### config.mk
export PLATFORM = sky130hd
export DESIGN_NAME = bchj_front
export DESIGN_NICKNAME = d
export VERILOG_FILES = /design/src/hw/rtl/bchj_pkg.sv /design/src/hw/rtl/bchj_front.sv
export SDC_FILE = /design/constraint.sdc
export NUM_CORES = 1
export LEC_CHECK = 0
export BUFFER_PORTS_ARGS = -buffer_cell sky130_fd_sc_hd__buf_2
export CORE_MARGIN = 2
export CORE_UTILIZATION = 26
export DETAILED_ROUTE_END_ITERATION = 8
export PLACE_DENSITY = 0.52
export SKIP_CTS_REPAIR_TIMING = 1
export SLEW_MARGIN = 20
export SYNTH_ARGS = -nofsm -noshare
export SYNTH_HDL_FRONTEND = slang
export SYNTH_SLANG_ARGS = --single-unit
### constraint.sdc
create_clock -name clk -period 3.94 [get_ports clk]
set_input_delay 0.197 -clock clk [delete_from_list [all_inputs] [get_ports clk]]
set_output_delay 0.197 -clock clk [all_outputs]
set_load 0.02 [all_outputs]
### src/hw/rtl/bchj_pkg.sv
// Package for the bucket-chained hash join table.
// Holds sizes, payload structs, state encodings and the front-to-back queue entry.
// No dependencies.
package bchj_pkg;

	localparam int NUM_BUCKETS      = 1024;
	localparam int SLOTS_PER_BUCKET = 4;
	localparam int POOL_BUCKETS     = 1024;
	localparam int KEY_WIDTH        = 32;

	localparam int BKT_W   = $clog2(NUM_BUCKETS);
	localparam int POOL_W  = $clog2(POOL_BUCKETS);
	localparam int LINK_W  = $clog2(POOL_BUCKETS + 1);
	localparam int FILL_W  = $clog2(SLOTS_PER_BUCKET + 1);
	localparam int SLOT_W  = (SLOTS_PER_BUCKET > 1) ? $clog2(SLOTS_PER_BUCKET) : 1;
	localparam int CNT_W   = 14;
	localparam int CNT_MAX = (1 << CNT_W) - 1;
	localparam int CFG_IDX_W = 1;
	localparam int CFG_DAT_W = 10;

	localparam logic [CFG_IDX_W-1:0] REG_HASH_MASK = 1'b0;
	localparam logic [CFG_IDX_W-1:0] REG_SKIP_BITS = 1'b1;

	localparam logic OP_INSERT = 1'b0;
	localparam logic OP_PROBE  = 1'b1;

	typedef struct packed {
		logic        op;
		logic [31:0] key;
	} item_t;

	typedef struct packed {
		logic [CNT_W-1:0] match_count;
		logic             status;
	} result_t;

	// classified item handed from front to back
	typedef struct packed {
		logic                 op;
		logic [KEY_WIDTH-1:0] key;
		logic [BKT_W-1:0]     bkt;
	} job_t;

	typedef enum logic [2:0] {
		ST_CLEAR,
		ST_IDLE,
		ST_HEAD,
		ST_POOL_RD,
		ST_POOL,
		ST_DONE
	} bstate_t;

endpackage

### src/hw/rtl/bchj_front.sv
// Front part of the hash join table: holds configuration, accepts items,
// computes bucket index and queues jobs for the back part. Uses bchj_pkg.
module bchj_front (
	input  logic                            clk,
	input  logic                            arst_n,
	input  logic                            start,
	input  bchj_pkg::item_t                 item,
	output logic                            busy,
	input  logic                            cfg_valid,
	output logic                            cfg_ready,
	input  logic [bchj_pkg::CFG_IDX_W-1:0]  cfg_index,
	input  logic [bchj_pkg::CFG_DAT_W-1:0]  cfg_data,
	output logic                            job_valid,
	output bchj_pkg::job_t                  job,
	input  logic                            job_pop
);
	import bchj_pkg::*;

	logic [9:0] hash_mask_q;
	logic [4:0] skip_bits_q;
	logic [BKT_W-1:0] bkt;
	logic [31:0] masked;
	// two-entry queue
	job_t q_q [2];
	logic [1:0] cnt_q;
	logic rd_q;
	logic push;

	assign cfg_ready = 1'b1;
	assign masked = item.key & {22'd0, hash_mask_q};
	assign bkt = BKT_W'(masked >> skip_bits_q);
	assign busy = (cnt_q == 2'd2);
	assign push = start && !busy;
	assign job_valid = (cnt_q != 2'd0);
	assign job = q_q[rd_q];

	always_ff @(posedge clk or negedge arst_n) begin
		if (!arst_n) begin
			hash_mask_q <= 10'd1023;
			skip_bits_q <= 5'd0;
		end else if (cfg_valid) begin
			unique case (cfg_index)
				REG_HASH_MASK: hash_mask_q <= cfg_data;
				REG_SKIP_BITS: skip_bits_q <= cfg_data[4:0];
				default: ;
			endcase
		end
	end

	always_ff @(posedge clk or negedge arst_n) begin
		if (!arst_n) begin
			cnt_q <= 2'd0;
			rd_q  <= 1'b0;
		end else begin
			if (job_pop)
				rd_q <= ~rd_q;
			cnt_q <= cnt_q + {1'b0, push} - {1'b0, job_pop};
		end
	end

	always_ff @(posedge clk) begin
		if (push)
			q_q[rd_q ^ (cnt_q != 2'd0)] <= '{op: item.op, key: item.key, bkt: bkt};
	end

endmodule

==> reports/summary.md, run 1 <==
* 0.07 ns — Clk pin slew, worst setup/hold paths
* 3 — Max H-tree Level
* 1.939 nW — Leakage
* 1.666 ns — worst-case setup margin in the final layout
* 4959 um2 — Post-Place Cell Area
* 10.79% — All-Layer GR Usage
* 105 — Detailed Route Iter0 Violations
* 55.10% — share of layout cells above drive strength 1
* sky130_fd_sc_hd__edfxtp_1 — flip-flop cell with the highest count after synthesis
* 46 — Site Rows
* 0.8558 ns — worst slew pin tran
* 0 ns — total negative slack
* 0 — antenna violations before repair
* 5295 um2 — final non-filler cell area
* 1.601 ns — minimum setup slack after placement
* 4 — number of detailed-route iterations in the first pass
* 104 — Yosys reg bits
* 0.03470 ns — hold slack final
* no — unrepaired setup endpoints after global routing
* 4.268 — number of vias per cell
* 4.134 mW — post-route total power
* 559 — Final Non-Filler Cells
* 13.95 mm — global-route wire length before repair
* 42.83% — worst rel slew slack
* 57.71% — Final Cycle Share
* 24.51% — area added between synthesis and finish
* 33.21% — final core occ
* 0.7540 — placer's final routability congestion estimate
* 2386 — number of vias after detailed routing
* 0.35 ns — source-to-sink clock delay at the later pin of the worst-skew pair
* sky130_fd_sc_hd__nor2b_4 — cell at the slowest stage of the critical path
* 71.61% — proportion of synthesized chip area in sequential cells
* register — Worst Setup Start Kind
* 4253 um2 — synthesized cell area
* 0 — number of nets with antenna violations after routing
* 1.67 ns — register-to-register path setup slack
* 439.8 MHz — highest clock frequency the design can meet
* 294 — number of nets in the synthesized netlist
* 780.7 nW/um2 — Pwr Density
* 0 — number of inserted diodes
* 26.68% — starting density of the core
* 93 — Port Buffer Count
* 45 — largest net degree at the start of global routing
* 15.91 um — mean routed wirelength per cell
* nor2_1 -> xnor2_1 -> nor2b_4 -> buf_4 — CP Cell Sequence
* sky130_fd_sc_hd__clkbuf_16 — CTS Root Cell
* 8.892 mm — wirelength, routed
* 0 — overflow left after global routing
* 2.30 ns — arrival time worst endpoint
* 0 — remaining routing DRC violations
* 0 — Synth Warn #
* 243 — cell count after synthesis
* 35 — Yosys cell types
* 0.0002473 V — maximum ir drop on the vdd rail
* 17400 um2 — die area
* 542 — cell count after placement
* 0 — final count of pins violating max slew
* register — sort of element at the end of the critical path
* 0.007707 ns — clock tree skew after final layout
* yes — CTS tree
* 3.97 ns — data required time at the worst endpoint
* 2.274 ns — time the final worst path needs with I/O delays and setup
* register to register — CP Class
* 95 — number of top-level design ports
* finished, final reports clean — result of the run
* input port to register — class of the worst hold path
* 6.364 mm — placed wire-length estimate after detailed placement
* 104 — Clock Sink Count
* 9 — Inserted Clock Buffers
* 131.9 um — Die H
* 26 — maximum fanout count along the critical path
* 86 — count of flip-flops with a built-in enable after synthesis
* 0 — count of endpoints failing setup in the final report
* 15940 um2 — Std-Cell Core Area
* 2435 — via count of the first global-routing pass
* 0 — Hold Vio Cnt, Final
* 0 — Max Cap Viol
* 17.31% — async set-or-reset flop fraction in the synthesized netlist
* 2 — CTS max path bufs
* 0.75 ns — CP max stage delay
* 389 — Total Nets Final
* 131.9 um — x dimension of the die
* 17.50 um2 — Mapped Avg Cell Area
==> final cells by class <==
cell class                 count  area, um2
clock inverter                 7      101.3
inverter                       2      7.507
sequential                   104       3047
timing repair buffer          97      498.0
multi-input combinational    124       1146
tap                          216      270.3
clock buffer                   9      225.2
fill                        1585      10650
==> cell usage after synthesis, drive strengths merged (2+ instances only) <==
master | number | area (um2)
buf | 9 | 53.80
clkbuf | 4 | 15.01
dfrtp | 8 | 200.2
dfstp | 10 | 262.8
edfxtp | 86 | 2582
ha | 2 | 25.02
inv | 2 | 7.510
mux2 | 59 | 664.4
mux4 | 5 | 116.4
nand2 | 12 | 45.04
nand3 | 7 | 35.03
nand4 | 2 | 12.51
nand4b | 2 | 17.52
nor2 | 8 | 30.03
nor2b | 3 | 18.77
nor3 | 2 | 15.01
o21ai | 6 | 30.02
o22ai | 2 | 12.51
xnor2 | 3 | 26.28
==> report_power, final <==
part / switching (mW) / leakage, nW / total, mW / internal [mW]
Sequential: 0.100 / 1.00 / 1.72 / 1.62
Combinational: 0.902 / 0.779 / 1.45 / 0.548
Clock: 0.399 / 0.158 / 0.962 / 0.563
Total: 1.40 / 1.94 / 4.13 / 2.73
==> flip-flops by register name, indices dropped and copies added (netlist names) <==
name and count:
cnt_q 2, skip_bits_q 5, q_q 86, hash_mask_q 10, rd_q 1
==> per-layer routing <==
metal / vias to the layer above / part of all wire (%) / track usage (%)
met2: 68 / 48 / 17.01
met5: - / 0 / 0
li1: 1120 / - / -
met4: 0 / 1.1 / 3.623
met3: 8 / 5.6 / 4.229
met1: 1190 / 45 / 13.57
==> worst paths after layout <==
| kind | from | end | depth (start not counted) |
|---|---|---|---|
| min reg2reg | cnt_q[1]$_DFF_PN0_ | cnt_q[1]$_DFF_PN0_ | 1 |
| max | cnt_q[1]$_DFF_PN0_ | q_q[1][1]$_DFFE_PP_ | 4 |
| max reg2reg | cnt_q[1]$_DFF_PN0_ | q_q[1][1]$_DFFE_PP_ | 4 |
| min in group asynchronous | arst_n | cnt_q[0]$_DFF_PN0_ | 2 |
| max in group asynchronous | arst_n | hash_mask_q[7]$_DFFE_PN1P_ | 2 |
| min | item[30] | q_q[1][40]$_DFFE_PP_ | 1 |
==> cells in the final DEF, fill, tap and decap left out, drive strengths merged, types with 3 or more instances in the layout <==
cell / synthesis / final
edfxtp: 86 / 86
nor2b: 3 / 3
clkbuf: 4 / 9
inv: 2 / 4
mux2: 59 / 59
nor2: 8 / 8
dfstp: 10 / 10
nand2: 12 / 12
buf: 9 / 96
nand3: 7 / 7
mux4: 5 / 5
o21ai: 6 / 6
xnor2: 3 / 3
dfrtp: 8 / 8
==> cells by family (layout without fill, tap and decap cells) <==
| family | after synthesis | after routing | synth area share [%] |
|---|---|---|---|
| flops | 104 | 104 | 71.61 |
| mux | 65 | 65 | 18.59 |
| simple gates | 40 | 40 | 4.825 |
| buf+inv | 15 | 115 | 1.795 |
| compound gates | 12 | 12 | 1.677 |
| xor+xnor | 4 | 4 | 0.8239 |
| fa+ha+maj | 2 | 2 | 0.5883 |
| other cells | 1 | 1 | 0.08818 |
==> critical path, delay by kind of cell, from the launching register on <==
family	cells	cell delay (ns)
xor+xnor	1	0.22
buf+inv	1	0.39
flops	1	0.41
simple gates	2	0.93
(Power assumes the default switching activity.)
==> run 2, diff against run 1 <==
--- a/config.mk
+++ b/config.mk
@@ -9,7 +9,7 @@
 export CORE_MARGIN = 2
 export CORE_UTILIZATION = 26
 export DETAILED_ROUTE_END_ITERATION = 8
-export PLACE_DENSITY = 0.52
+export PLACE_DENSITY = 0.54
 export SKIP_CTS_REPAIR_TIMING = 1
 export SLEW_MARGIN = 20
 export SYNTH_ARGS = -nofsm -noshare
==> constraint.sdc (replaced) <==
create_clock -name clk -period 2 [get_ports clk]
set_input_delay 0.1 -clock clk [delete_from_list [all_inputs] [get_ports clk]]
set_output_delay 0.1 -clock clk [all_outputs]
set_load 0.02 [all_outputs]
==> reports/summary.md, run 2 (synthesis gave the netlist of run 1 again) <==
* finished, final reports clean — result of the run
* 2489 — via count of the first global-routing pass
* register to output port — CP Class
* 93 — Port Buffer Count
* 26.68% — starting density of the core
* 1.90 ns — data required time at the worst endpoint
* 5006 um2 — Post-Place Cell Area
* 5637 um2 — final non-filler cell area
* q_q — register bank with the most flops
* 0.006022 ns — clock tree skew after final layout
* buffers and inverters — cell type group with the largest total delay on the critical path
* 0.2908 ns — minimum setup slack after placement
* 1 — antenna violations before repair
* 5.929 mm — placed wire-length estimate after detailed placement
* 0.0004869 V — maximum ir drop on the vdd rail
* sky130_fd_sc_hd__buf_2 (93), sky130_fd_sc_hd__edfxtp_1 (86), sky130_fd_sc_hd__mux2_2 (59), sky130_fd_sc_hd__dlygate4sd3_1 (34), sky130_fd_sc_hd__nand2_1 (12) — top library cells by usage in the layout, fill and taps aside
* 0 — Hold Vio Cnt, Final
* yes — CTS tree
* sky130_fd_sc_hd__clkbuf_16 — CTS Root Cell
* 0.7393 — placer's final routability congestion estimate
* register — Worst Setup Start Kind
* 44 — maximum fanout count along the critical path
* 0.34 ns — source-to-sink clock delay at the later pin of the worst-skew pair
* 3 — total stage count of the critical path
* 0 — remaining routing DRC violations
* 0.07 ns — Clk pin slew, worst setup/hold paths
* 0 — Max Cap Viol
* 4.281 — number of vias per cell
* input port to register — class of the worst hold path
* 131.9 um — x dimension of the die
* 0 — final count of pins violating max slew
* 2 — CTS max path bufs
* 1146 um2 — multi-input gate area in the final layout
* 0.0001465 ns — hold slack final
* 95 — number of top-level design ports
* 0.1984 ns — worst-case setup margin in the final layout
* 0 — number of nets with antenna violations after routing
* no — unrepaired setup endpoints after global routing
* 15940 um2 — Std-Cell Core Area
* skip_bits_q[2]$_DFFE_PN0P_ — WHS Endpoint
* buf_6 -> mux2_2 -> buf_2 — CP Cell Sequence
* 104 — Clock Sink Count
* 1.802 ns — time the final worst path needs with I/O delays and setup
* output port — sort of element at the end of the critical path
* q_q[1][5]$_DFFE_PP_ — endpoint of the worst-slack reg-to-reg timing path
* q_q: 86 flops, hash_mask_q: 10 flops, skip_bits_q: 5 flops — Top Registers
* 1.70 ns — arrival time worst endpoint
* 555.1 MHz — highest clock frequency the design can meet
* hash_mask_q[5]$_DFFE_PN1P_ — source of the worst register-to-register timing path
* 9 — Inserted Clock Buffers
* 2 — Buf+Inv Stages, Crit Path
* 0.40 ns — CP max stage delay
* 1565 — fill count
* 9.079 mm — wirelength, routed
* 545 — cell count after placement
* 131.9 um — Die H
* 2547 — number of vias after detailed routing
* 2.086 nW — Leakage
* 65.19% — worst rel slew slack
* 2 — number of instances on the worst hold path
* 45 — largest net degree at the start of global routing
* 0 — number of inserted diodes
* 0 — overflow left after global routing
* 10.45% — All-Layer GR Usage
* 425 — Total Nets Final
* 3 — Max H-tree Level
* 32.54% — area added between synthesis and finish
* 0.5222 ns — worst slew pin tran
* 4 — number of detailed-route iterations in the first pass
* 0 — count of endpoints failing setup in the final report
* 13.82 mm — global-route wire length before repair
* 4 — r2r worst-path depth
* 1435 nW/um2 — Pwr Density
* 50.13% — share of layout cells above drive strength 1
* sky130_fd_sc_hd__buf_2 — most common library cell in the layout ignoring fill and taps
* 46 — Site Rows
* 0.30 ns — register-to-register path setup slack
* 90.08% — Final Cycle Share
* cfg_data[2] — start point of the worst min-delay path
* 3047 um2 — area of all sequential standard cells
* 595 — Final Non-Filler Cells
* 17400 um2 — die area
* 236 — Detailed Route Iter0 Violations
* 15.26 um — mean routed wirelength per cell
* 86 — max reg flops
* sky130_fd_sc_hd__mux2_2 — cell at the slowest stage of the critical path
## run 2: cell type report
type                            instances  share of cell area, %
Multi-Input combinational cell        124                  20.33
Clock inverter                          7                  1.088
Tap cell                              216                  4.795
Clock buffer                            9                  3.996
Sequential cell                       104                  54.05
Timing Repair Buffer                  133                  15.60
Inverter                                2                 0.1332
## run 2: worst max path at each step
stage	slack [ns]	end	from
6_report	0.20	job[3]	rd_q$_DFFE_PN0P_
5_1_grt	0.11	job[5]	rd_q$_DFFE_PN0P_
4_1_cts	-0.001	job[5]	rd_q$_DFFE_PN0P_
3_5_place_dp	0.29	cnt_q[1]$_DFF_PN0_	cnt_q[1]$_DFF_PN0_
3_3_place_gp	0.35	cnt_q[1]$_DFF_PN0_	cnt_q[1]$_DFF_PN0_
2_1_floorplan	-0.37	q_q[1][0]$_DFFE_PP_	rd_q$_DFFE_PN0P_
## run 2: worst register-to-register path, stage by stage, from the launching register on
cell                      delay [ns]
sky130_fd_sc_hd__dfstp_2        0.54
sky130_fd_sc_hd__nand2_1        0.09
sky130_fd_sc_hd__mux4_2         0.49
sky130_fd_sc_hd__mux2_2         0.28
sky130_fd_sc_hd__nor3_2         0.14
## run 2: report_power, final
| part | leakage (nW) | total, mW | switching, mW | internal (mW) |
|---|---|---|---|---|
| Clock | 0.144 | 1.72 | 0.760 | 0.960 |
| Combinational | 0.940 | 2.98 | 1.79 | 1.19 |
| Sequential | 1.00 | 3.39 | 0.193 | 3.19 |
| Total | 2.09 | 8.09 | 2.74 | 5.34 |
## run 2: stage by stage
step	utilization, %	setup TNS (ns)	power, mW
after floorplan	-	-31.58	5.368
after global placement	31.40	0	6.390
after detailed placement	31.40	0	6.438
after CTS	33.20	-0.001170	8.188
after global routing	35.36	0	8.549
final	35.36	0	8.088
## run 2: routing by layer
metal,wire [um],part of all wire (%),global-route usage [%]
met4,150,1.7,4.529
met5,7,0.077,0
met3,452,5.0,3.230
met2,4595,51,17.39
met1,3874,43,12.49
==> run 3, diff against run 2 <==
--- a/config.mk
+++ b/config.mk
@@ -6,10 +6,12 @@
 export NUM_CORES = 1
 export LEC_CHECK = 0
 export BUFFER_PORTS_ARGS = -buffer_cell sky130_fd_sc_hd__buf_2
+export CELL_PAD_IN_SITES_DETAIL_PLACEMENT = 1
+export CELL_PAD_IN_SITES_GLOBAL_PLACEMENT = 1
 export CORE_MARGIN = 2
 export CORE_UTILIZATION = 26
 export DETAILED_ROUTE_END_ITERATION = 8
-export PLACE_DENSITY = 0.54
+export PLACE_DENSITY = 0.61
 export SKIP_CTS_REPAIR_TIMING = 1
 export SLEW_MARGIN = 20
 export SYNTH_ARGS = -nofsm -noshare
==> constraint.sdc (replaced) <==
create_clock -name clk -period 2 [get_ports clk]
set_input_delay 0.3 -clock clk [delete_from_list [all_inputs] [get_ports clk]]
set_output_delay 0.3 -clock clk [all_outputs]
set_load 0.02 [all_outputs]
==> reports/summary.md, run 3 (synthesis gave the netlist of run 1 again) <==
* sky130_fd_sc_hd__buf_2 — most common library cell in the layout ignoring fill and taps
* 2 — CTS max path bufs
* 9.327 mm — wirelength, routed
* 131.9 um — x dimension of the die
* 93 — Port Buffer Count
* 0 — antenna violations before repair
* 0 — Hold Vio Cnt, Final
* sky130_fd_sc_hd__buf_2 (93), sky130_fd_sc_hd__edfxtp_1 (86), sky130_fd_sc_hd__mux2_2 (59), sky130_fd_sc_hd__nand2_1 (12), sky130_fd_sc_hd__dfstp_2 (10) — top library cells by usage in the layout, fill and taps aside
* no — unrepaired setup endpoints after global routing
* 0.0004543 V — maximum ir drop on the vdd rail
* 86 — max reg flops
* 22.5% — portion of total power attributed to the clock network
* 0 — count of endpoints failing setup in the final report
* rd_q$_DFFE_PN0P_ — critical path startpoint
* 1.58 ns — arrival time worst endpoint
* item[25] — start point of the worst min-delay path
* 104 — Clock Sink Count
* register — Worst Setup Start Kind
* 1.70 ns — data required time at the worst endpoint
* 17400 um2 — die area
* sky130_fd_sc_hd__dfrtp_2 — cell at the slowest stage of the critical path
* 44 — maximum fanout count along the critical path
* 0.35 ns — source-to-sink clock delay at the later pin of the worst-skew pair
* 41.3% — Sequential Power Share
* 564 — Final Non-Filler Cells
* 4 — number of detailed-route iterations in the first pass
* 93.79% — Final Cycle Share
* 14.87 mm — global-route wire length before repair
* 36.2% — logic gate share of total power
* 0 — final count of pins violating max slew
* 123 — Detailed Route Iter0 Violations
* 0 — Max Cap Viol
* buf_12 -> mux2_2 -> buf_2 — CP Cell Sequence
* 394 — Total Nets Final
* 26.68% — starting density of the core
* q_q — register bank with the most flops
* 95 — number of top-level design ports
* 45 — largest net degree at the start of global routing
* 0.39 ns — CP max stage delay
* yes — CTS tree
* buffers and inverters — cell type group with the largest total delay on the critical path
* 25.92% — area added between synthesis and finish
* 0 ns — total negative slack
* register to output port — CP Class
* 547 — cell count after placement
* 1537 nW/um2 — Pwr Density
* 5.472 mW — internal power contribution
* 4.287 — number of vias per cell
* sky130_fd_sc_hd__clkbuf_16 — CTS Root Cell
* 15940 um2 — Std-Cell Core Area
* 0.5476 ns — worst slew pin tran
* 9 — Inserted Clock Buffers
* 2.760 mW — switching power total
* 533.1 MHz — highest clock frequency the design can meet
* 63.49% — worst rel slew slack
* 0.005622 ns — clock tree skew after final layout
* input port to register — class of the worst hold path
* 1.876 ns — time the final worst path needs with I/O delays and setup
* 0.07 ns — Clk pin slew, worst setup/hold paths
* 33.59% — final core occ
* 11.28% — All-Layer GR Usage
* 0.6657 — placer's final routability congestion estimate
* 6.492 mm — placed wire-length estimate after detailed placement
* 55.46% — share of layout cells above drive strength 1
* 0 — number of nets with antenna violations after routing
* 2 — Buf+Inv Stages, Crit Path
* 16.54 um — mean routed wirelength per cell
* 1.971 nW — Leakage
* 33.53% — share of total power consumed by net switching
* 2688 — via count of the first global-routing pass
* 1698 — fill count
* 46 — Site Rows
* 0 — number of inserted diodes
* output port — sort of element at the end of the critical path
* 3 — Max H-tree Level
* 0 — remaining routing DRC violations
* cnt_q[1]$_DFF_PN0_ — source of the worst register-to-register timing path
* 131.9 um — Die H
* 2418 — number of vias after detailed routing
* finished, final reports clean — result of the run
* q_q: 86 flops, hash_mask_q: 10 flops, skip_bits_q: 5 flops — Top Registers
* 0 — overflow left after global routing
==> run 3: changes by cell type in the layout (fill, tap and decap cells not counted), sizes merged <==
cell,before,now
buf,99,101
dlygate4sd3,34,1
clkinv,5,4
bufinv,1,2
clkinvlp,0,1
inv,3,2
==> run 3: power groups by stage <==
stage	combinational [mW]	sequential, mW	clock [mW]
2_1_floorplan	2.00	3.37	0
3_3_place_gp	3.04	3.41	0
3_5_place_dp	3.06	3.45	0
4_1_cts	3.07	3.41	1.91
5_1_grt	3.23	3.48	1.99
6_report	2.98	3.40	1.85
==> run 3: metal layers <==
metal / vias to the layer above / track usage (%) / wire length (um)
li1: 1126 / - / -
met1: 1227 / 13.43 / 4019
met2: 58 / 19.24 / 4742
met3: 7 / 3.768 / 432
met4: 0 / 3.623 / 132
met5: - / 0 / 0
==> run 3: worst paths after layout <==
check | to | slack [ns] | cells after the start
max | job[2] | 0.12 | 3
min | q_q[0][35]$_DFFE_PP_ | 0.14 | 1
max reg2reg | cnt_q[1]$_DFF_PN0_ | 0.27 | 7
min reg2reg | cnt_q[1]$_DFF_PN0_ | 0.50 | 1
max in group asynchronous | hash_mask_q[9]$_DFFE_PN1P_ | 1.24 | 2
min in group asynchronous | skip_bits_q[4]$_DFFE_PN0P_ | 0.42 | 2
==> run 3: through the flow <==
stage | worst slack [ns] | instance area (um2) | total power [mW] | hold WS (ns)
global route | 0.04615 | 5355 | 8.706 | 0.1196
finish | 0.1242 | 5355 | 8.232 | 0.1352
global placement | 0.2990 | 5034 | 6.451 | 0.2568
detailed placement | 0.2660 | 5034 | 6.515 | 0.2701
floorplan | -0.3684 | 4258 | 5.368 | 0.004409
CTS | 0.07909 | 5345 | 8.388 | -0.1075
==> run 3: layout make-up <==
type	instances	area, um2	area share [%]
Clock buffer	9	225.2	4.206
Clock inverter	7	86.33	1.612
Inverter	2	7.507	0.1402
Multi-Input combinational cell	124	1146	21.40
Sequential cell	104	3047	56.89
Tap cell	216	270.3	5.047
Timing Repair Buffer	102	573.1	10.70
